File: src/design/assert_macros.svh
// Assertion macros shared by the integral image RTL.
// Each macro expects signals named clk and rst in the including module.
`ifndef ASSERT_MACROS_SVH
`define ASSERT_MACROS_SVH

// Property that must hold at every clock edge outside reset.
`define II_ASSERT_ALWAYS(label, expr) \
  label: assert property (@(posedge clk) disable iff (rst) (expr)) \
    else $error("invariant violated");

// When the antecedent holds, the consequent must hold in the next cycle.
`define II_ASSERT_NEXT(label, ante, cons) \
  label: assert property (@(posedge clk) disable iff (rst) (ante) |=> (cons)) \
    else $error("next-cycle check violated");

`endif

File: src/design/ii_pkg.sv
`timescale 1ns / 1ps
// Package for the integral image block: sizes, register indexes and payload types.
// No dependencies; used by every module of the block except the generic ii_ram.
package ii_pkg;

  localparam int MAX_WIDTH    = 4096;
  localparam int MAX_CHANNELS = 2;

  localparam int LB_DEPTH = MAX_WIDTH * MAX_CHANNELS;
  localparam int ADDR_W   = $clog2(LB_DEPTH);
  localparam int COL_W    = (MAX_WIDTH > 1) ? $clog2(MAX_WIDTH) : 1;
  localparam int CH_W     = (MAX_CHANNELS > 1) ? $clog2(MAX_CHANNELS) : 1;
  localparam int EW_W     = $clog2(MAX_WIDTH + 1);
  localparam int NCH_W    = $clog2(MAX_CHANNELS + 1);

  localparam int SUM_W    = 32;
  localparam int SAMPLE_W = 8;

  // Configuration port.
  localparam int CFG_IDX_W  = 2;
  localparam int CFG_DATA_W = 13;
  localparam int ROW_WIDTH_W = 13;
  localparam int CHAN_CFG_W  = 2;

  localparam logic [CFG_IDX_W-1:0] CFG_ROW_WIDTH     = 2'd0;
  localparam logic [CFG_IDX_W-1:0] CFG_CHANNEL_COUNT = 2'd1;
  localparam logic [CFG_IDX_W-1:0] CFG_SIGNED_INPUT  = 2'd2;

  localparam int RST_ROW_WIDTH  = 640;
  localparam int RST_WIDTH_EFF  = (RST_ROW_WIDTH > MAX_WIDTH) ? MAX_WIDTH : RST_ROW_WIDTH;
  localparam int RST_CHAN_EFF   = 1;

  // Depth of the queue between front and back.
  localparam int Q_DEPTH = 2;
  localparam int Q_AW    = (Q_DEPTH > 1) ? $clog2(Q_DEPTH) : 1;
  localparam int QC_W    = $clog2(Q_DEPTH + 1);

  typedef struct packed {
    logic [SAMPLE_W-1:0] sample;
    logic                frame_start;
  } in_t;

  typedef struct packed {
    logic [SUM_W-1:0] sum;
    logic             row_end;
  } out_t;

  // One classified sample handed from front to back.
  typedef struct packed {
    logic [SUM_W-1:0]  rsum;
    logic [ADDR_W-1:0] addr;
    logic              first_row;
    logic              row_end;
  } qent_t;

endpackage

File: src/design/ii_queue.sv
`timescale 1ns / 1ps
// Short register FIFO that carries classified samples from front to back.
// Depends on ii_pkg and assert_macros.svh.
`include "assert_macros.svh"
module ii_queue import ii_pkg::*; (
  input  logic  clk,
  input  logic  rst,
  input  logic  push,
  input  qent_t push_data,
  output logic  ready,
  output logic  valid,
  input  logic  pop,
  output qent_t head
);

  qent_t            slots [Q_DEPTH];
  logic [Q_AW-1:0]  wr_ptr;
  logic [Q_AW-1:0]  rd_ptr;
  logic [QC_W-1:0]  count;

  assign ready = count < QC_W'(Q_DEPTH);
  assign valid = count != '0;
  assign head  = slots[rd_ptr];

  always_ff @(posedge clk) begin
    if (push) begin
      slots[wr_ptr] <= push_data;
    end
  end

  always_ff @(posedge clk) begin
    if (rst) begin
      wr_ptr <= '0;
      rd_ptr <= '0;
      count  <= '0;
    end else begin
      if (push) begin
        wr_ptr <= (32'(wr_ptr) == Q_DEPTH - 1) ? '0 : wr_ptr + Q_AW'(1);
      end
      if (pop) begin
        rd_ptr <= (32'(rd_ptr) == Q_DEPTH - 1) ? '0 : rd_ptr + Q_AW'(1);
      end
      if (push && !pop) begin
        count <= count + QC_W'(1);
      end else if (pop && !push) begin
        count <= count - QC_W'(1);
      end
    end
  end

  `II_ASSERT_ALWAYS(q_count_bound, count <= QC_W'(Q_DEPTH))
  `II_ASSERT_ALWAYS(q_no_pop_empty, !pop || valid)

endmodule

File: config.mk
export PLATFORM = sky130hd
export DESIGN_NAME = ii_queue
export DESIGN_NICKNAME = d
export VERILOG_FILES = /design/src/design/ii_pkg.sv /design/src/design/ii_queue.sv
export VERILOG_INCLUDE_DIRS = /design/src /design/src/design
export SDC_FILE = /design/constraint.sdc
export NUM_CORES = 1
export LEC_CHECK = 0
export BUFFER_PORTS_ARGS = -buffer_cell sky130_fd_sc_hd__buf_4
export CORE_ASPECT_RATIO = 0.75
export CORE_UTILIZATION = 30
export CTS_CLUSTER_DIAMETER = 100
export DETAILED_ROUTE_END_ITERATION = 7
export SKIP_CTS_REPAIR_TIMING = 1
export SLEW_MARGIN = 20
export SYNTH_ARGS = -nofsm -noshare
export SYNTH_HDL_FRONTEND = slang
export SYNTH_SLANG_ARGS = --single-unit
File: constraint.sdc
create_clock -name clk -period 3 [get_ports clk]
set_input_delay 0.3 -clock clk [delete_from_list [all_inputs] [get_ports clk]]
set_output_delay 0.3 -clock clk [all_outputs]
set_load 0.02 [all_outputs]
* After elaboration in Yosys (flattened, before gate mapping)
Memory sizes are Yosys's and may differ from the RTL's. A register that Yosys moved wholly into a read port is not among the register bits. Index checks and enable logic that the tools add are counted.
Storage, ports and cells: bits of input ports 51, word-level logic and storage cells 23, output and inout bits 49, bits in writable memories 94, bits in registers 4, memories kept 1
Memory list:
- slots | words 2, width 47, rd ports 1, clocked after memory_dff 1, wr ports 1, RTL line ii_queue.sv:16 | qent_t slots [Q_DEPTH];
Operators by class: order comparisons 1, mux-type cells 8, add/subtract/negate cells 4, reduce and logical (&&, ||, !) cells 6
Operators by type and width (count):
- two-way mux 1 bit | 6
- two-way mux 2 bit | 2
- nonzero test 2 bit | 2
- adder 1 bit (second input constant) | 2
- adder 2 x 1 -> 2 bit (second input constant) | 1
- logical AND 1 bit | 2
- logical NOT 1 bit | 2
- < comparator 2 bit (second input constant) | 1
- subtractor 2 x 1 -> 2 bit (second input constant) | 1

* Longest topological paths before layout
Gate-level depths: netlist of the first run.
depth in word-level cells 4, gate-level depth with buffers 5, depth with buffers taken out 5

* Worst setup path before layout of the first run
No wires, ideal clock.
kind register to register, start register wr_ptr, end memory slots[0][0] (netlist name) (enable), buffers on the path 0, setup slack 116 ps, arrival time 2427 ps, stages on the path, launching flop included 2, library setup time 457 ps, period minus slack after synthesis 2884 ps, required time 2543 ps, path through dfxtp_1 > nor2b_1
RTL lines:
- start, declared | RTL line ii_queue.sv:17 | logic [Q_AW-1:0] wr_ptr;
- start signal, assigned | RTL line ii_queue.sv:38 | wr_ptr <= (32'(wr_ptr) == Q_DEPTH - 1) ? '0 : wr_ptr + Q_AW'(1);
- end, declared | RTL line ii_queue.sv:16
No word-level cell before the write port.

==> results of run 1 <==
registers in the layout, indices dropped and copies added (netlist names), named ones only:
signal and cells:
wr_ptr 1, count 2, rd_ptr 1, slots 94
stage by stage:
| step | cells | total power (µW) | utilization, % |
|---|---|---|---|
| floorplan | 168 | 1920 | - |
| global route | 445 | 3340 | 41.7 |
| CTS | 445 | 3260 | 41.7 |
| finish | 445 | 3210 | 41.7 |
| global placement | 429 | 2130 | 39.1 |
| detailed placement | 429 | 2130 | 39.1 |
Yosys cell counts, drive strengths merged:
cell type / instances
edfxtp: 94
mux2: 47
buf: 5
dfxtp: 5
nor2: 4
inv: 2
xnor2: 2
xor2: 2
a21oi: 1
and2: 1
ha: 1
nor2b: 1
o21ai: 1
or2: 1
or3: 1
routing by layer:
| layer | up-vias | routed length (µm) | GRT usage, % |
|---|---|---|---|
| met5 | - | 12 | 0 |
| met4 | 2 | 99 | 3.80 |
| met3 | 12 | 631 | 6.47 |
| met2 | 72 | 2870 | 16.6 |
| met1 | 911 | 2890 | 13.7 |
| li1 | 869 | - | - |
path summary, 6_finish.rpt:
check | to | slack, ns
setup / recovery | head[21] | 0.93
hold / removal | slots[0][43] | 0.14
setup reg to reg | slots[1][15] | 1.40
hold reg to reg | count[1] | 0.53
power by group:
part / internal, µW / switching, µW / leakage [µW]
clock network: 642 / 473 / 0.000139
logic: 223 / 232 / 0.000738
registers: 1610 / 30.4 / 0.000924
total: 2470 / 736 / 0.00180
cell families after synthesis:
| logic type | Yosys count | share of synthesized area (%) |
|---|---|---|
| compound gates | 2 | 0.278 |
| xor+xnor | 4 | 0.972 |
| fa+ha+maj | 1 | 0.347 |
| buf+inv | 7 | 1.49 |
| flops | 99 | 81.1 |
| mux | 47 | 14.7 |
| simple gates | 8 | 1.11 |
layout make-up:
| cell class | count | area, µm² | share of cell area [%] |
|---|---|---|---|
| Clock buffer | 9 | 225 | 4.64 |
| Clock inverter | 7 | 67.6 | 1.39 |
| Inverter | 2 | 7.51 | 0.155 |
| Multi-Input combinational cell | 62 | 636 | 13.1 |
| Sequential cell | 99 | 2920 | 60.2 |
| Tap cell | 162 | 203 | 4.17 |
| Timing Repair Buffer | 104 | 793 | 16.3 |
placed cells by master (no fill, tap or decap), types with 2 or more instances in the layout:
cell / count
nor2_1: 4
inv_1: 2
mux2_2: 47
clkinvlp_4: 2
clkinv_2: 2
clkbuf_16: 9
edfxtp_1: 94
xor2_1: 2
buf_4: 103
dfxtp_1: 4
xnor2_1: 2
==> qor.txt, run 1 <==
Clock Sink Count: 99
Critical path depth in cells: 3
Chip height: 96.9 µm
Top cell family by delay on the critical path: flip-flops
Number of DRC violations after detailed routing: 0
Number of CTS-inserted buffers: 9
Seq cells post-synth: 99
Critical path type: flip-flop to output port
Arrival time reported for the critical path endpoint: 1.77 ns
Total nets after synthesis: 220
Maximum root-to-sink buffer count: 2
Area growth from synthesis to final layout: 34.8%
Count of fill cells added during filler insertion: 1,111
Fraction of layout cells with a size suffix above 1: 60.1%
Setup TNS: 0 ns
Port buffer count: 99
Maximum number of pins on one net before global-route repair: 33
Final worst clock skew: 0.00469 ns
Hold Path Origin: push_data[43]
Clock-pin slew on the worst setup and hold paths: 0.07 ns
Remaining global-route overflow: 0
Slew @ Worst Pin: 0.681 ns
DP Worst Slack: 1.24 ns
Post-route clock period utilization: 69.1%
Cells traversed along the worst timing path: buf_12, mux2_2, buf_4
Number of warnings issued by yosys: 0
TritonCTS clock tree: yes
HP Class: input port to flip-flop
Fin area: 0.00486 mm²
Peak supply drop: 332 µV
Biggest cell delay along the critical path: 0.60 ns
Hold Vio Cnt, Final: 0
HPWL Detailed: 4.32 mm
Number of cell instances on the worst register-to-register path: 2
Drt wl/cell: 14.6 µm
Total via count in the routed design: 1,866
Biggest area consumer among synthesized cells: edfxtp_1
Leak Pwr: 0.00180 µW
Vias in the first global route: 1,995
Routed Antenna Nets: 0
Highest Clock Rate: 483 MHz
Worst Setup Start Kind: flip-flop
Final weighted congestion in routability-driven placement: 0.697
Number of rows created at floorplan: 34
Areal power density over the cells: 661 mW/mm²
Endpoint kind of the worst setup timing path: output port
Cell types occupying the most area after synthesis: edfxtp_1 78%, mux2_2 15%, dfxtp_1 2.8%
Post-detailed-routing wire length: 6.51 mm
Initial antenna violation count: 1
Share of the synthesized area in the top cell type: 78.3%
Synth unique cells: 17
Count of boundary I/O pins: 100
Max_slew headroom: 54.5%
Share of synthesized area occupied by flip-flops and latches: 81.1%
First-pass GRT wire length: 10.2 mm
Area of placed instances: 0.00456 mm²
CP max FO: 32
Total buffers and inverters traversed by the critical path: 2
Worst path required time: 2.70 ns
Combined area of all synthesized cells: 0.00360 mm²
Mean area per synthesized cell: 21.4 µm²
Count of endpoints failing setup in the final report: 0
Starting density of the core: 30.9%
Vias per inst: 4.19
Unrepaired setup endpoints after global routing: false
Layout net count: 330
Max_cap viols: 0
Insertion delay to the later sink of the worst-skew pair: 0.34 ns
Result of the run: finished clean
Final Max Slew Viols: 0
Hold Crit Depth: 1
Clock period minus final worst setup slack: 2.07 ns
Global-route usage over all layers: 11.3%
Horiz. Die Dim: 129 µm
Area of the placeable core: 0.0117 mm²
Worst path setup slack after routing: 0.928 ns
Master of the slowest instance on the critical path: dfxtp_2
H-tree level count: 3
Root Driver: clkbuf_16
Worst reg2reg path startpoint: wr_ptr
Post-route worst hold slack: 0.142 ns
Initial DRC count: 55
Number of antenna repair diodes: 0
1st-pass router iterations: 4
Die area: 0.0125 mm²
Number of instances in the synthesized netlist: 168
(Power assumes the default switching activity.)
==> run 2: changes to the inputs <==
- clock period: 3 -> 1.8 ns (I/O delays scaled with it)
==> run 2 against run 1 <==
- global-route usage shrank 0.16 points
- final area grew 0.62%
- critical endpoint is now head[44]
- first-iteration DRC count grew 75%
- final cell count is the same
- hold slack lost 0.12 ns
- combinational power grew 72%
- sequential power grew 66%
- register-to-register slack lost 0.81 ns
- highest routed layer is now met4
- die area is the same
- total power grew 66%
- clock skew shrank 0.0014 ns
- sequential share of layout area shrank 0.37 points
==> qor.txt, run 2 (same netlist as run 1, synthesis figures left out) <==
Result of the run: finished clean
HP Class: input port to flip-flop
Count of fill cells added during filler insertion: 1,082
Number of cell instances on the worst register-to-register path: 2
First-pass GRT wire length: 10.1 mm
Area growth from synthesis to final layout: 35.6%
Clock Sink Count: 99
Number of CTS-inserted buffers: 9
Final Max Slew Viols: 0
Master of the slowest instance on the critical path: mux2_2
Registers with the most flip-flops: slots (94), count (2)
Worst path required time: 1.62 ns
Root Driver: clkbuf_16
Post-route clock period utilization: 91.7%
HPWL Detailed: 4.11 mm
Biggest cell delay along the critical path: 0.38 ns
Clock-pin slew on the worst setup and hold paths: 0.06 ns
Routed Antenna Nets: 0
Worst reg2reg path startpoint: wr_ptr
Chip height: 96.9 µm
Insertion delay to the later sink of the worst-skew pair: 0.34 ns
Area of the placeable core: 0.0117 mm²
Vias in the first global route: 2,007
TritonCTS clock tree: yes
Hold Crit Depth: 1
Max_slew headroom: 77.1%
Highest Clock Rate: 606 MHz
Number of antenna repair diodes: 0
Leak Pwr: 0.00180 µW
Count of boundary I/O pins: 100
DP Worst Slack: 0.491 ns
Maximum root-to-sink buffer count: 2
Layout net count: 330
H-tree level count: 3
Endpoint kind of the worst setup timing path: output port
Starting density of the core: 30.9%
Arrival time reported for the critical path endpoint: 1.47 ns
Endpoint of the most critical register-to-register path: slots[0][23]
1st-pass router iterations: 2
Setup TNS: 0 ns
Horiz. Die Dim: 129 µm
Vias per inst: 4.15
Global-route usage over all layers: 11.1%
Worst hold path endpoint: slots[0][6]
Count of endpoints failing setup in the final report: 0
Hold Vio Cnt, Final: 0
Final worst clock skew: 0.00330 ns
Top register by number of flip-flops: slots
Post-detailed-routing wire length: 6.54 mm
Clock period minus final worst setup slack: 1.65 ns
Unrepaired setup endpoints after global routing: false
Number of rows created at floorplan: 34
Core Util, Final: 41.9%
Port buffer count: 99
Fraction of layout cells with a size suffix above 1: 59.0%
Worst Setup Start Kind: flip-flop
Largest register FFs: 94
Drt wl/cell: 14.7 µm
Final weighted congestion in routability-driven placement: 0.676
Maximum number of pins on one net before global-route repair: 48
Most frequent cells in the layout: 100 x buf_4, 94 x edfxtp_1, 47 x mux2_2
Critical path type: flip-flop to output port
Peak supply drop: 586 µV
Cells traversed along the worst timing path: buf_12, mux2_2, buf_4
Reg-to-reg setup timing slack: 0.59 ns
Remaining global-route overflow: 0
Slew @ Worst Pin: 0.343 ns
Initial DRC count: 96
Number of DRC violations after detailed routing: 0
Most common cell after layout, fill and taps aside: buf_4
Die area: 0.0125 mm²
Max_cap viols: 0
Worst path setup slack after routing: 0.150 ns
CP max FO: 36
Post-route worst hold slack: 0.0240 ns
Initial antenna violation count: 0
Total via count in the routed design: 1,845
Areal power density over the cells: 1090 mW/mm²
Hold Path Origin: push_data[6]
==> run 2: where the power goes <==
part,switching (µW),internal [µW]
logic,398,386
clock network,774,1060
registers,37.0,2680
total,1210,4130
==> run 2: layer usage <==
metal	global-route usage (%)	wire length, µm	part of all wire, %	up-vias
met2	17.7	3070	47	66
met5	0	0	0	-
met4	4.62	110	1.7	0
met3	4.59	484	7.4	11
li1	-	-	-	870
met1	13.3	2870	44	898
==> run 2: layout make-up <==
cell class                      count  area [µm²]  area share (%)
Clock buffer                       10         229            4.69
Clock inverter                      6        56.3            1.15
Inverter                            2        7.51           0.154
Multi-Input combinational cell     62         636            13.0
Sequential cell                    99        2920            59.8
Tap cell                          162         203            4.15
Timing Repair Buffer              104         831            17.0
==> run 2: stage by stage <==
| step | area (µm²) | cells | total power, µW |
|---|---|---|---|
| 2_1_floorplan | 3610 | 168 | 3190 |
| 5_1_grt | 4890 | 445 | 5560 |
| 6_report | 4890 | 445 | 5340 |
| 3_3_place_gp | 4600 | 429 | 3560 |
| 4_1_cts | 4890 | 445 | 5440 |
| 3_5_place_dp | 4600 | 429 | 3570 |
==> run 2: how the worst max path moves through the flow <==
| stage | from | end | cells after the start |
|---|---|---|---|
| after floorplan | wr_ptr | slots[0][0] | 1 |
| after global placement | flip-flop | head[39] | 3 |
| after detailed placement | flip-flop | head[39] | 3 |
| after CTS | flip-flop | head[39] | 3 |
| after global routing | flip-flop | head[39] | 3 |
| final | flip-flop | head[44] | 3 |
==> run 2: critical path, delay by kind of cell (launching register included) <==
family	cells	cell delay (ns)
mux	1	0.38
buf+inv	2	0.40
flops	1	0.35
