==> src/design/assert_macros.svh <==
// Assertion macros shared by the integral image RTL.
// Each macro expects signals named clk and rst in the including module.
`ifndef ASSERT_MACROS_SVH
`define ASSERT_MACROS_SVH

// Property that must hold at every clock edge outside reset.
`define II_ASSERT_ALWAYS(label, expr) \
  label: assert property (@(posedge clk) disable iff (rst) (expr)) \
    else $error("invariant violated");

// When the antecedent holds, the consequent must hold in the next cycle.
`define II_ASSERT_NEXT(label, ante, cons) \
  label: assert property (@(posedge clk) disable iff (rst) (ante) |=> (cons)) \
    else $error("next-cycle check violated");

`endif

==> src/design/ii_pkg.sv <==
`timescale 1ns / 1ps
// Package for the integral image block: sizes, register indexes and payload types.
// No dependencies; used by every module of the block except the generic ii_ram.
package ii_pkg;

  localparam int MAX_WIDTH    = 4096;
  localparam int MAX_CHANNELS = 2;

  localparam int LB_DEPTH = MAX_WIDTH * MAX_CHANNELS;
  localparam int ADDR_W   = $clog2(LB_DEPTH);
  localparam int COL_W    = (MAX_WIDTH > 1) ? $clog2(MAX_WIDTH) : 1;
  localparam int CH_W     = (MAX_CHANNELS > 1) ? $clog2(MAX_CHANNELS) : 1;
  localparam int EW_W     = $clog2(MAX_WIDTH + 1);
  localparam int NCH_W    = $clog2(MAX_CHANNELS + 1);

  localparam int SUM_W    = 32;
  localparam int SAMPLE_W = 8;

  // Configuration port.
  localparam int CFG_IDX_W  = 2;
  localparam int CFG_DATA_W = 13;
  localparam int ROW_WIDTH_W = 13;
  localparam int CHAN_CFG_W  = 2;

  localparam logic [CFG_IDX_W-1:0] CFG_ROW_WIDTH     = 2'd0;
  localparam logic [CFG_IDX_W-1:0] CFG_CHANNEL_COUNT = 2'd1;
  localparam logic [CFG_IDX_W-1:0] CFG_SIGNED_INPUT  = 2'd2;

  localparam int RST_ROW_WIDTH  = 640;
  localparam int RST_WIDTH_EFF  = (RST_ROW_WIDTH > MAX_WIDTH) ? MAX_WIDTH : RST_ROW_WIDTH;
  localparam int RST_CHAN_EFF   = 1;

  // Depth of the queue between front and back.
  localparam int Q_DEPTH = 2;
  localparam int Q_AW    = (Q_DEPTH > 1) ? $clog2(Q_DEPTH) : 1;
  localparam int QC_W    = $clog2(Q_DEPTH + 1);

  typedef struct packed {
    logic [SAMPLE_W-1:0] sample;
    logic                frame_start;
  } in_t;

  typedef struct packed {
    logic [SUM_W-1:0] sum;
    logic             row_end;
  } out_t;

  // One classified sample handed from front to back.
  typedef struct packed {
    logic [SUM_W-1:0]  rsum;
    logic [ADDR_W-1:0] addr;
    logic              first_row;
    logic              row_end;
  } qent_t;

endpackage

==> src/design/ii_front.sv <==
`timescale 1ns / 1ps
// Front end: configuration registers, raster position tracking and per-channel row sums.
// Depends on ii_pkg and assert_macros.svh.
`include "assert_macros.svh"
module ii_front import ii_pkg::*; (
  input  logic                  clk,
  input  logic                  rst,
  input  logic                  cfg_write,
  input  logic [CFG_IDX_W-1:0]  cfg_index,
  input  logic [CFG_DATA_W-1:0] cfg_data,
  input  logic                  in_valid,
  output logic                  in_ready,
  input  in_t                   in_data,
  input  logic                  q_ready,
  output logic                  push,
  output qent_t                 push_data
);

  logic [EW_W-1:0]  width_eff;
  logic [NCH_W-1:0] nch_eff;
  logic             signed_mode;

  logic [COL_W-1:0] col;
  logic [CH_W-1:0]  chan;
  logic             first_row;
  logic [SUM_W-1:0] rsum [MAX_CHANNELS];

  logic [COL_W-1:0] col_cur;
  logic [CH_W-1:0]  ch_cur;
  logic             first_cur;
  logic [SUM_W-1:0] rsum_cur;
  logic [SUM_W-1:0] val;
  logic [SUM_W-1:0] new_sum;
  logic             last_chan;
  logic             last_col;
  logic [SUM_W-1:0] rsum_next [MAX_CHANNELS];

  assign in_ready = q_ready;
  assign push     = in_valid && q_ready;

  always_comb begin
    col_cur   = in_data.frame_start ? '0 : col;
    first_cur = in_data.frame_start ? 1'b1 : first_row;
    if (in_data.frame_start) begin
      ch_cur = '0;
    end else if (32'(chan) >= 32'(nch_eff)) begin
      ch_cur = CH_W'(32'(nch_eff) - 32'd1);
    end else begin
      ch_cur = chan;
    end
    rsum_cur = in_data.frame_start ? '0 : rsum[ch_cur];
    if (signed_mode) begin
      val = {{(SUM_W - SAMPLE_W){in_data.sample[SAMPLE_W-1]}}, in_data.sample};
    end else begin
      val = {{(SUM_W - SAMPLE_W){1'b0}}, in_data.sample};
    end
    new_sum   = rsum_cur + val;
    last_chan = (32'(ch_cur) + 32'd1) >= 32'(nch_eff);
    last_col  = (32'(col_cur) + 32'd1) >= 32'(width_eff);

    push_data.rsum      = new_sum;
    push_data.addr      = ADDR_W'(32'(col_cur) * MAX_CHANNELS + 32'(ch_cur));
    push_data.first_row = first_cur;
    push_data.row_end   = last_chan && last_col;

    for (int i = 0; i < MAX_CHANNELS; i++) begin
      if (in_data.frame_start || (last_chan && last_col)) begin
        rsum_next[i] = '0;
      end else begin
        rsum_next[i] = rsum[i];
      end
    end
    if (!(last_chan && last_col)) begin
      rsum_next[ch_cur] = new_sum;
    end
  end

  always_ff @(posedge clk) begin
    if (rst) begin
      width_eff   <= EW_W'(RST_WIDTH_EFF);
      nch_eff     <= NCH_W'(RST_CHAN_EFF);
      signed_mode <= 1'b0;
      col         <= '0;
      chan        <= '0;
      first_row   <= 1'b1;
      for (int i = 0; i < MAX_CHANNELS; i++) begin
        rsum[i] <= '0;
      end
    end else begin
      if (cfg_write) begin
        case (cfg_index)
          CFG_ROW_WIDTH: begin
            if (cfg_data[ROW_WIDTH_W-1:0] == '0) begin
              width_eff <= EW_W'(1);
            end else if (32'(cfg_data[ROW_WIDTH_W-1:0]) > 32'(MAX_WIDTH)) begin
              width_eff <= EW_W'(MAX_WIDTH);
            end else begin
              width_eff <= EW_W'(cfg_data[ROW_WIDTH_W-1:0]);
            end
          end
          CFG_CHANNEL_COUNT: begin
            if (cfg_data[CHAN_CFG_W-1:0] == '0) begin
              nch_eff <= NCH_W'(1);
            end else if (32'(cfg_data[CHAN_CFG_W-1:0]) > 32'(MAX_CHANNELS)) begin
              nch_eff <= NCH_W'(MAX_CHANNELS);
            end else begin
              nch_eff <= NCH_W'(cfg_data[CHAN_CFG_W-1:0]);
            end
          end
          CFG_SIGNED_INPUT: begin
            signed_mode <= cfg_data[0];
          end
          default: begin
          end
        endcase
      end
      if (push) begin
        for (int i = 0; i < MAX_CHANNELS; i++) begin
          rsum[i] <= rsum_next[i];
        end
        if (last_chan) begin
          chan <= '0;
          if (last_col) begin
            col       <= '0;
            first_row <= 1'b0;
          end else begin
            col       <= col_cur + COL_W'(1);
            first_row <= first_cur;
          end
        end else begin
          chan      <= ch_cur + CH_W'(1);
          col       <= col_cur;
          first_row <= first_cur;
        end
      end
    end
  end

  // A finished row always returns the position to column zero, past the first row.
  `II_ASSERT_NEXT(fr_row_end_wraps, push && push_data.row_end, (col == '0) && !first_row)

endmodule

==> config.mk <==
export PLATFORM = sky130hd
export DESIGN_NAME = ii_front
export DESIGN_NICKNAME = d
export VERILOG_FILES = /design/src/design/ii_pkg.sv /design/src/design/ii_front.sv
export VERILOG_INCLUDE_DIRS = /design/src /design/src/design
export SDC_FILE = /design/constraint.sdc
export NUM_CORES = 1
export LEC_CHECK = 0
export BUFFER_PORTS_ARGS = -buffer_cell sky130_fd_sc_hd__buf_2
export CAP_MARGIN = 40
export CORE_ASPECT_RATIO = 1.4
export CORE_MARGIN = 5
export CORE_UTILIZATION = 47
export DETAILED_ROUTE_END_ITERATION = 7
export PLACE_DENSITY = 0.8
export RECOVER_POWER = 100
export SLEW_MARGIN = 5
export SYNTH_ARGS = -nofsm -noshare
export SYNTH_HDL_FRONTEND = slang
export SYNTH_SLANG_ARGS = --single-unit
export TNS_END_PERCENT = 10
==> constraint.sdc <==
create_clock -name clk -period 5.1 [get_ports clk]
set_clock_uncertainty 0.05 [all_clocks]
set_input_delay 1.02 -clock clk [delete_from_list [all_inputs] [get_ports clk]]
set_output_delay 1.02 -clock clk [all_outputs]
set_load 0.03 [all_outputs]
# [Yosys cells after proc, flatten, opt, wreduce, memory -nomap -nowiden]
# Memories as Yosys holds them, arrays and structs flattened.
# Cells that the tools add are included.
[word_totals] memories=1 reg_bits=30 output_inout_bits=49 mem_bits_rw=64
[memory_table] name="rsum" words=2 width=32 rd=3 rd_ports_with_merged_regs=0 write_ports=2 line_no="ii_front.sv:26" text="logic [SUM_W-1:0] rsum [MAX_CHANNELS];"
[classes] magnitude_cmp=7 n_reduce_logical=10 add_sub_neg=7 n_eq_ne=2 muxes=28 bitwise_logic=3
[ops] cell="2-to-1 mux 32 bit" count=7
[ops] cell="bitwise mux 64 bit" count=1
[ops] cell="2-to-1 mux 64 bit" count=1
[ops] cell="2-to-1 mux 12 bit" count=3
[ops] cell="adder 32 bit" count=1
[ops] cell="demux 32 bit (select 1 bit)" count=1
[ops] cell="2-to-1 mux 13 bit" count=2
[ops] cell="adder 12 x 1 -> 13 bit (second input constant)" count=1
[ops] cell="adder 13 x 1 -> 13 bit" count=1
[ops] cell="greater-or-equal comparator 13 bit" count=1
[ops] cell="greater-than comparator 13 bit (second input constant)" count=1
[ops] cell="logical NOT 13 bit" count=1
[ops] cell="adder 12 x 1 -> 12 bit (second input constant)" count=1
[ops] cell="2-to-1 mux 1 bit" count=11
[ops] cell="AND reduction 2 bit" count=3
[ops] cell="logical NOT 2 bit" count=2
[ops] cell="2-to-1 mux 2 bit" count=2
[ops] cell="logical AND 1 bit" count=3
[ops] cell="adder 1 x 1 -> 2 bit (second input constant)" count=1
[ops] cell="equality test 2 x 1 -> 1 bit (second input constant)" count=1
[ops] cell="equality test 2 bit (second input constant)" count=1
[ops] cell="greater-or-equal comparator 1 x 2 -> 1 bit" count=1
[ops] cell="greater-or-equal comparator 2 bit" count=1
[ops] cell="greater-or-equal comparator 2 bit (second input constant)" count=1
[ops] cell="other kinds (7)" count=8

# [Depth between registers and ports, before layout]
# Gate-level depths: netlist of run 1.
[depth] depth_word=11 mapped_depth=20

# [Least setup slack after synthesis of run 1]
# OpenSTA, ideal clock, no wires.
[synth_timing] path_kind="input to output" startpoint="input port in_data[0] (netlist name)" endpoint="output port push_data[0] (netlist name)" n_path_buf=5 stages=18 arrival_time_ps=4965 path_slack_ps=-935 cell_sequence="clkbuf_1 -> clkbuf_1 -> clkbuf_1 -> nor2b_1 -> ha_1 -> inv_1 -> nor4_1 -> nand3_1 -> xnor2_1 -> ha_1 -> a2111oi_0 -> nand2_1 -> a21oi_1 -> o21ai_1 -> a21oi_1 -> buf_2 -> buf_2 -> nor2_1"
[synth_lines] item="from (decl)" line_no="ii_front.sv:13" text="input in_t in_data,"
[synth_lines] item="to (decl)" line_no="ii_front.sv:16" text="output qent_t push_data"

==> results of run 1 <==
state kept, by name, indices dropped and copies added, names as in the netlist:
name and cells:
chan 1, signed_mode 1, width_eff 13, col 12
rsum 64, first_row 1, nch_eff 2
critical path, delay by kind of cell (launching register included):
| family | cells | cell delay, ns |
|---|---|---|
| compound gates | 7 | 1.76 |
| fa+ha+maj | 2 | 0.64 |
| mux | 1 | 0.41 |
| buf+inv | 2 | 0.36 |
| flops | 1 | 0.31 |
| simple gates | 1 | 0.09 |
power breakdown:
group | switching [W] | total (W) | internal, W
Clock | 0.000331 | 0.000674 | 0.000343
Combinational | 0.000264 | 0.000387 | 0.000124
Sequential | 0.0000198 | 0.000871 | 0.000851
Total | 0.000614 | 0.00193 | 0.00132
logic make-up (layout without fill, tap and decap cells):
group / after synthesis / after routing / synth area share
DFF: 94 / 94 / 0.351
muxes: 7 / 7 / 0.0101
and+or+nand+nor: 326 / 326 / 0.203
AOI/OAI and AO/OA: 291 / 291 / 0.265
xor gates and xnor gates: 34 / 34 / 0.0415
buffers and inverters: 82 / 153 / 0.0450
adders and majority gates: 48 / 48 / 0.0847
area by class of cell:
| cell class | instances | area share |
|---|---|---|
| sequential | 94 | 0.303 |
| inverter | 31 | 0.0140 |
| clock buffer | 9 | 0.0271 |
| tap | 192 | 0.0289 |
| multi-input combinational | 706 | 0.542 |
| clock inverter | 7 | 0.00737 |
| timing repair buffer | 106 | 0.0777 |
worst max-delay path by stage:
stage          depth (start not counted)               startpoint  slack [ns]             to
2_1_floorplan                         18               in_data[0]       -0.04   push_data[0]
3_3_place_gp                          11               in_data[0]        0.08  push_data[43]
3_5_place_dp                          11               in_data[0]        0.06  push_data[43]
4_1_cts                               14  nch_eff[1]$_SDFFE_PP0P_        0.07  push_data[46]
5_1_grt                               16               in_data[0]       -0.06   push_data[0]
6_report                              13  nch_eff[1]$_SDFFE_PP0P_        0.08  push_data[43]
routing by layer:
metal,GRT usage,up-vias,part of all wire
met1,0.260,3306,0.37
met2,0.408,254,0.52
met3,0.0383,59,0.067
met5,0,-,0
li1,-,3360,-
met4,0.112,0,0.039
timing repair:
item	4_1_cts	5_1_grt
resized for setup	4	18
endpoints found under the setup margin	8	11
setup buffers	1	0
pin swaps	0	1
cells in the final DEF (no fill, tap or decap), drive strengths merged, types with 15 or more instances in the layout:
cell | netlist | routed
a21oi | 132 | 132
o211ai | 32 | 32
xnor2 | 20 | 20
buf | 10 | 88
o21ai | 25 | 25
nor2 | 60 | 60
nand3 | 15 | 15
inv | 30 | 37
dfxtp | 30 | 30
nand2 | 171 | 171
a21o | 19 | 19
clkbuf | 41 | 27
ha | 47 | 47
edfxtp | 64 | 64
through the flow:
step | power, W | util | std cells | hold slack (ns) | worst slack [ns]
global route | 0.00201 | 0.555 | 1145 | 0.446 | -0.0577
detailed placement | 0.00127 | 0.530 | 1128 | 0.406 | 0.0559
CTS | 0.00194 | 0.551 | 1145 | 0.424 | 0.0749
floorplan | 0.00114 | - | 882 | 0.386 | -0.0355
finish | 0.00193 | 0.555 | 1145 | 0.424 | 0.0825
global placement | 0.00126 | 0.530 | 1128 | 0.399 | 0.0770
==> impl_metrics.json, run 1 <==
{
  "ctsHoldBuffers": 0,
  "yosysMostFrequentCell": "nand2_1",
  "path_class": "reg2out",
  "min_path_type": "reg2reg",
  "ys_warn_count": 0,
  "endpoint_kind": "output pin",
  "remaining_drc_errors": 0,
  "critPathArrivalTime_ns": 3.95,
  "path_max_fanout": 14,
  "max_freq_mhz": 199,
  "r2r_setup_slack_ns": 1.13,
  "synthArstFlopShare": 0,
  "relSlewSlack": -0.400,
  "synth_area_mm2": 0.00718,
  "initial_core_util": 0.479,
  "synth_nets": 959,
  "viasPerCell": 6.10,
  "synth_edf_count": 64,
  "finalSetupTns_ns": 0,
  "synth.distinct_cells": 76,
  "regArea_mm2": 0.00252,
  "required_ns": 4.03,
  "chipHeight_um": 156,
  "synthCells": 882,
  "status": "finished with violations",
  "dp_hpwl_um": 14800,
  "wire_per_inst_um": 18.1,
  "synth.avg_cell_area_um2": 8.14,
  "nets": 1025,
  "r2r-start": "col[0]$_SDFFE_PP0P_",
  "nFillCells": 1448,
  "holdPathStages": 1,
  "placed_cell_area_mm2": 0.00794,
  "cpMostUsedCell": "a21oi_1",
  "yosysTopAreaCell": "edfxtp_1",
  "multi_input_area_mm2": 0.00451,
  "wirelength_um": 20700,
  "grt_overflow": 0,
  "cap_violations": 1,
  "clkTransAtPathRegs_ns": 0.08,
  "rsz0062_at_grt": "true",
  "grt_max_degree": 51,
  "hold_viol_final": 0,
  "synthFlopType": "edfxtp_1",
  "h-tree-depth": 3,
  "grt_pass1_wl_um": 33000,
  "synth_top_area_frac": 0.268,
  "drv_slew": 37,
  "rows": 53,
  "violations": "capacitance limit, slew limit",
  "tritoncts": "built",
  "finalSetupViolCount": 0,
  "stdcell_area_mm2": 0.00832,
  "drt_iter0_markers": 454,
  "port_buffers": 77,
  "ios": 78,
  "die_width_um": 114,
  "area_delta_synth_final_pct": 15.9,
  "firstDrtPassIters": 5,
  "worst_pin_slew_ns": 2.10,
  "synth-seq-cells": 94,
  "route.vias.total": 6979,
  "clkSinkCount": 94,
  "synth_commonest_cells": "nand2_1 (171), a21oi_1 (132), edfxtp_1 (64)",
  "root_buffer": "clkbuf_16",
  "crit_chain": "inv_2 -> mux2_4 -> nand2_1 -> a21oi_1 -> ha_1 -> fa_1 -> a21o_2 -> a221o_2 -> a21oi_1 -> a31oi_1 -> o31a_1 -> o211ai_2 -> buf_2",
  "post-route-period-util": 0.984,
  "clock_latency_ns": 0.35,
  "ir_drop_v": 0.000151,
  "min_from": "width_eff[9]$_SDFFE_PP1P_",
  "drive_above_1_share": 0.161,
  "fp.coreArea_mm2": 0.0150,
  "ys_seq_area_frac": 0.351,
  "critPathSlowestCell": "mux2_4",
  "p_leak_nw": 3.41,
  "r2r_cells": 16,
  "cts_buffer_depth": 2,
  "antenna_cells": 0,
  "antenna_found_initial": 0,
  "period_needed_ns": 5.02,
  "gp_congestion": 0.960,
  "grt_pass1_vias": 6817,
  "numCtsBuffers": 9,
  "timing.rr.end": "rsum[0][7]$_SDFFCE_PN0P_",
  "cellPowerDensity_mw_per_mm2": 232,
  "antenna_left": 0,
  "whs_endpoint": "width_eff[9]$_SDFFE_PP1P_",
  "synth_area_leaders": "edfxtp_1 (27%), a21oi_1 (9.2%), nand2_1 (8.9%)",
  "slowest_delay_ns": 0.41,
  "cp-start-kind": "flop",
  "grt.total_usage": 0.228,
  "dieArea_mm2": 0.0179
}
Note: power is estimated with default switching activity, not from simulation.
==> run 2, diff against run 1 <==
Settings changed: PLACE_DENSITY 0.8 to 0.77.
Clock period 5.1 ns to 5.7 ns, I/O delays scaled along.
==> impl_metrics.json, run 2 (synthesized netlist as in run 1, its figures left out) <==
{
  "clock_latency_ns": 0.36,
  "status": "finished with violations",
  "cap_violations": 2,
  "cellPowerDensity_mw_per_mm2": 214,
  "regArea_mm2": 0.00252,
  "grt_pass1_vias": 6750,
  "drv_slew": 61,
  "dieArea_mm2": 0.0179,
  "grt_max_degree": 39,
  "min_path_type": "reg2reg",
  "initial_core_util": 0.479,
  "power_w": 0.00173,
  "p_leak_nw": 3.23,
  "relSlewSlack": -0.264,
  "endpoint_kind": "output pin",
  "drive_above_1_share": 0.113,
  "root_buffer": "clkbuf_16",
  "hold_viol_final": 0,
  "period_needed_ns": 5.43,
  "ios": 78,
  "pre_cts_ws_ns": 0.430,
  "cp-start-kind": "primary input",
  "setup_ws_ns": 0.265,
  "clkTransAtPathRegs_ns": 0.08,
  "p_int_w": 0.00117,
  "nets": 1019,
  "h-tree-depth": 3,
  "grt_pass1_wl_um": 33200,
  "viasPerCell": 6.07,
  "remaining_drc_errors": 0,
  "reg_top3": "rsum (64), width_eff (13), col (12)",
  "worst_pin_slew_ns": 1.90,
  "largest_register_ffs": 64,
  "area_delta_synth_final_pct": 12.8,
  "pwr-share-clk": 0.357,
  "drt_iter0_markers": 459,
  "grt.total_usage": 0.230,
  "clkSinkCount": 94,
  "rows": 53,
  "numCtsBuffers": 9,
  "grt_overflow": 0,
  "die_width_um": 114,
  "cts_buffer_depth": 2,
  "antenna_cells": 0,
  "max_freq_mhz": 184,
  "path_class": "in2out",
  "required_ns": 4.51,
  "final_common_cell": "nand2_1",
  "switching_share": 0.322,
  "p_seq_frac": 0.451,
  "firstDrtPassIters": 5,
  "wirelength_um": 20500,
  "path_max_fanout": 14,
  "chipHeight_um": 156,
  "critPathArrivalTime_ns": 4.24,
  "rsz0062_at_grt": "false",
  "power.switching_w": 0.000556,
  "top_register": "rsum",
  "multi_input_area_mm2": 0.00441,
  "mostFrequentLayoutCells": "nand2_1 (171), a21oi_1 (130), edfxtp_1 (64), nor2_1 (60), ha_1 (47)",
  "violations": "capacitance limit, slew limit",
  "whs_ns": 0.421,
  "fp.coreArea_mm2": 0.0150,
  "ir_drop_v": 0.000120,
  "ctsHoldBuffers": 0,
  "post-route-period-util": 0.953,
  "antenna_found_initial": 0,
  "combinationalPowerShare": 0.192,
  "tritoncts": "built",
  "gp_congestion": 0.966,
  "finalSetupViolCount": 0,
  "nFillCells": 1509,
  "dp_hpwl_um": 14800,
  "finalSetupTns_ns": 0,
  "route.vias.total": 6917,
  "port_buffers": 77,
  "final_util": 0.540,
  "antenna_left": 0,
  "wire_per_inst_um": 18.0
}
[run 2: cell count changes in the layout (fill, tap and decap cells not counted), sizes merged]
| cell | delta |
|---|---|
| buf | -35 |
| clkbuf | +29 |
[run 2: cell type report]
class / count / share of cell area
Inverter: 31 / 0.0144
Sequential cell: 94 / 0.312
Multi-Input combinational cell: 706 / 0.544
Timing Repair Buffer: 100 / 0.0637
Clock inverter: 7 / 0.00881
Tap cell: 192 / 0.0297
Clock buffer: 9 / 0.0278
[run 2: final timing paths]
check / cells after the start / slack (ns) / end / startpoint
worst min register to register: 1 / 0.42 / width_eff[9]$_SDFFE_PP1P_ / width_eff[9]$_SDFFE_PP1P_
worst max-delay path: 12 / 0.27 / push_data[44] / in_data[0]
worst max register to register: 16 / 1.06 / rsum[0][9]$_SDFFCE_PN0P_ / col[0]$_SDFFE_PP0P_
worst min-delay path: 1 / 0.42 / width_eff[9]$_SDFFE_PP1P_ / width_eff[9]$_SDFFE_PP1P_
[run 2: timing repair]
action / 4_1_cts / 5_1_grt
endpoints found under the setup margin: 0 / 3
setup buffers: 0 / 1
resized for setup: 0 / 1
[run 2: metal layers]
layer  track usage  wire, µm
met2         0.411     10600
met1         0.274      8200
met3        0.0352      1180
met4        0.0889       561
met5             0         0
[run 2: critical path, stage by stage]
cell and delay, ns:
buf_2 0.24, buf_4 0.25, a21oi_1 0.07, ha_1 0.40
o21ai_0 0.14, a211oi_1 0.33, a31oi_1 0.24, a211oi_1 0.44
nor2_1 0.17, o21ai_0 0.23, xor2_1 0.23, clkbuf_1 0.35
[run 2: power groups by stage]
stage / registers, W / logic [W] / clock network (W)
final: 0.000780 / 0.000331 / 0.000618
after global routing: 0.000783 / 0.000359 / 0.000654
after CTS: 0.000778 / 0.000338 / 0.000627
after detailed placement: 0.000794 / 0.000336 / 0
after global placement: 0.000793 / 0.000332 / 0
after floorplan: 0.000788 / 0.000234 / 0
[run 2: metrics by stage]
| step | instances | instance area [µm²] |
|---|---|---|
| after floorplan | 882 | 7220 |
| after global placement | 1121 | 7870 |
| after detailed placement | 1122 | 7890 |
| after CTS | 1138 | 8180 |
| after global routing | 1139 | 8100 |
| final | 1139 | 8100 |
==> run 3, diff against run 2 <==
--- a/config.mk
+++ b/config.mk
@@ -16,2 +16,3 @@
 export RECOVER_POWER = 100
+export REMOVE_ABC_BUFFERS = 1
 export SLEW_MARGIN = 5
==> constraint.sdc (replaced) <==
create_clock -name clk -period 5.7 [get_ports clk]
set_clock_uncertainty 0.05 [all_clocks]
set_input_delay 1.425 -clock clk [delete_from_list [all_inputs] [get_ports clk]]
set_output_delay 1.425 -clock clk [all_outputs]
set_load 0.03 [all_outputs]
==> impl_metrics.json, run 3 (synthesized netlist as in run 1, its figures left out) <==
{
  "grt.total_usage": 0.226,
  "crit_chain": "buf_2 -> and2_0 -> buf_12 -> ha_1 -> buf_4 -> a21o_1 -> a21o_1 -> a21oi_1 -> o21ai_0 -> a31oi_1 -> o21ai_0 -> xor2_1 -> clkbuf_2",
  "antenna_cells": 0,
  "critPathLaunch": "in_data[8]",
  "remaining_drc_errors": 0,
  "path_max_fanout": 27,
  "pwr-share-clk": 0.337,
  "final_cells": 1205,
  "slowest_delay_ns": 0.31,
  "viasPerCell": 5.85,
  "period_needed_ns": 5.56,
  "dp_hpwl_um": 14500,
  "cts_buffer_depth": 2,
  "endpoint_kind": "output pin",
  "h-tree-depth": 3,
  "drive_above_1_share": 0.187,
  "holdPathStages": 1,
  "stdcell_area_mm2": 0.00865,
  "grt_pass1_vias": 7059,
  "antenna_left": 0,
  "place_inst": 1189,
  "ir_drop_v": 0.000135,
  "wirelength_um": 20300,
  "multi_input_area_mm2": 0.00447,
  "firstDrtPassIters": 5,
  "cts_post_setup_buffers_inserted": 0,
  "p_seq_frac": 0.453,
  "r2r_cells": 16,
  "ctsHoldBuffers": 0,
  "placed_cell_area_mm2": 0.00833,
  "post-route-period-util": 0.975,
  "wire_per_inst_um": 16.8,
  "tritoncts": "built",
  "cellPowerDensity_mw_per_mm2": 199,
  "relSlewSlack": -0.143,
  "initial_core_util": 0.479,
  "finalSetupTns_ns": 0,
  "clock_latency_ns": 0.35,
  "fp.coreArea_mm2": 0.0150,
  "clkSinkCount": 94,
  "rows": 53,
  "final_util": 0.577,
  "mostFrequentLayoutCells": "nand2_1 (171), a21oi_1 (125), buf_4 (81), edfxtp_1 (64), nor2_1 (58)",
  "min_path_type": "reg2reg",
  "dieArea_mm2": 0.0179,
  "die_width_um": 114,
  "hold_viol_final": 0,
  "top_register": "rsum",
  "power.switching_w": 0.000525,
  "cp-endpoint": "push_data[44]",
  "max_freq_mhz": 180,
  "required_ns": 4.22,
  "area_delta_synth_final_pct": 20.4,
  "reg_top3": "rsum (64), width_eff (13), col (12)",
  "nFillCells": 1416,
  "largest_register_ffs": 64,
  "grt_pass1_wl_um": 33200,
  "gp_congestion": 0.936,
  "switching_share": 0.306,
  "timing.rr.end": "rsum[0][27]$_SDFFCE_PN0P_",
  "p_int_w": 0.00119,
  "port_buffers": 77,
  "r2r-start": "col[0]$_SDFFE_PP0P_",
  "finalSetupViolCount": 0,
  "root_buffer": "clkbuf_16",
  "drt_iter0_markers": 397,
  "nets": 1085,
  "grt_max_degree": 65,
  "ios": 78,
  "combinationalPowerShare": 0.209,
  "critPathArrivalTime_ns": 4.08,
  "drv_slew": 65,
  "chipHeight_um": 156,
  "worst_pin_slew_ns": 1.71,
  "grt_overflow": 0,
  "route.vias.total": 7051,
  "path_class": "in2out",
  "critPathSlowestCell": "ha_1",
  "antenna_found_initial": 0,
  "final_common_cell": "nand2_1",
  "clkTransAtPathRegs_ns": 0.07,
  "cap_violations": 1,
  "status": "finished with violations",
  "violations": "capacitance limit, slew limit",
  "numCtsBuffers": 9,
  "r2r_setup_slack_ns": 1.17,
  "cp-start-kind": "primary input",
  "p_leak_nw": 3.57,
  "regArea_mm2": 0.00252
}
## run 3: changes by cell type in the layout (fill, tap and decap cells not counted), moves of 4 or more
cell      previous run  this run
inv_8                4         0
a21oi_1            130       125
clkbuf_1            40        34
buf_2               37        33
buf_4               14        81
a21oi_2              0         5
clkbuf_2             7        15
## run 3: timing repair
item	4_1_cts	5_1_grt
cloned	0	0
endpoints found under the setup margin	8	13
pin swaps	0	1
resized for setup	4	19
## run 3: layout make-up
type	count	share of cell area
Clock buffer	11	0.0281
Clock inverter	5	0.00405
Tap cell	192	0.0278
Inverter	31	0.0135
Timing Repair Buffer	166	0.118
Multi-Input combinational cell	706	0.517
Sequential cell	94	0.292
## run 3: worst max-delay path: cells and delay by family
family	cells	cell delay, ns
buf+inv	4	0.71
fa+ha+maj	1	0.31
compound gates	6	1.19
xor+xnor	1	0.24
simple gates	1	0.19
## run 3: how the worst min path moves through the flow
stage                                         start                   endpoint
after floorplan           width_eff[9]$_SDFFE_PP1P_  width_eff[9]$_SDFFE_PP1P_
after global placement    width_eff[9]$_SDFFE_PP1P_  width_eff[9]$_SDFFE_PP1P_
after detailed placement  width_eff[9]$_SDFFE_PP1P_  width_eff[9]$_SDFFE_PP1P_
after CTS                 width_eff[9]$_SDFFE_PP1P_  width_eff[9]$_SDFFE_PP1P_
after global routing      width_eff[9]$_SDFFE_PP1P_  width_eff[9]$_SDFFE_PP1P_
final                     width_eff[9]$_SDFFE_PP1P_  width_eff[9]$_SDFFE_PP1P_
## run 3: metal layers
metal  part of all wire  global-route usage  vias up
li1                   -                   -     3470
met4              0.024              0.0775        0
met1               0.40               0.259     3353
met5                  0                   0        -
met2               0.53               0.422      194
met3              0.048              0.0340       34
## run 3: per-stage QoR
stage	hold slack [ns]	setup WS (ns)	power, W
after CTS	0.419	0.00383	0.00172
after global routing	0.446	-0.0476	0.00179
after global placement	0.395	-0.0747	0.00115
final	0.420	0.140	0.00172
after detailed placement	0.403	-0.149	0.00115
after floorplan	0.385	-1.94	0.00101
## run 3: power groups by stage
stage / Combinational, W / Sequential (W) / Clock [W]
global route: 0.000391 / 0.000782 / 0.000616
detailed placement: 0.000359 / 0.000793 / 0
floorplan: 0.000221 / 0.000788 / 0
finish: 0.000360 / 0.000779 / 0.000579
CTS: 0.000361 / 0.000778 / 0.000586
global placement: 0.000354 / 0.000791 / 0
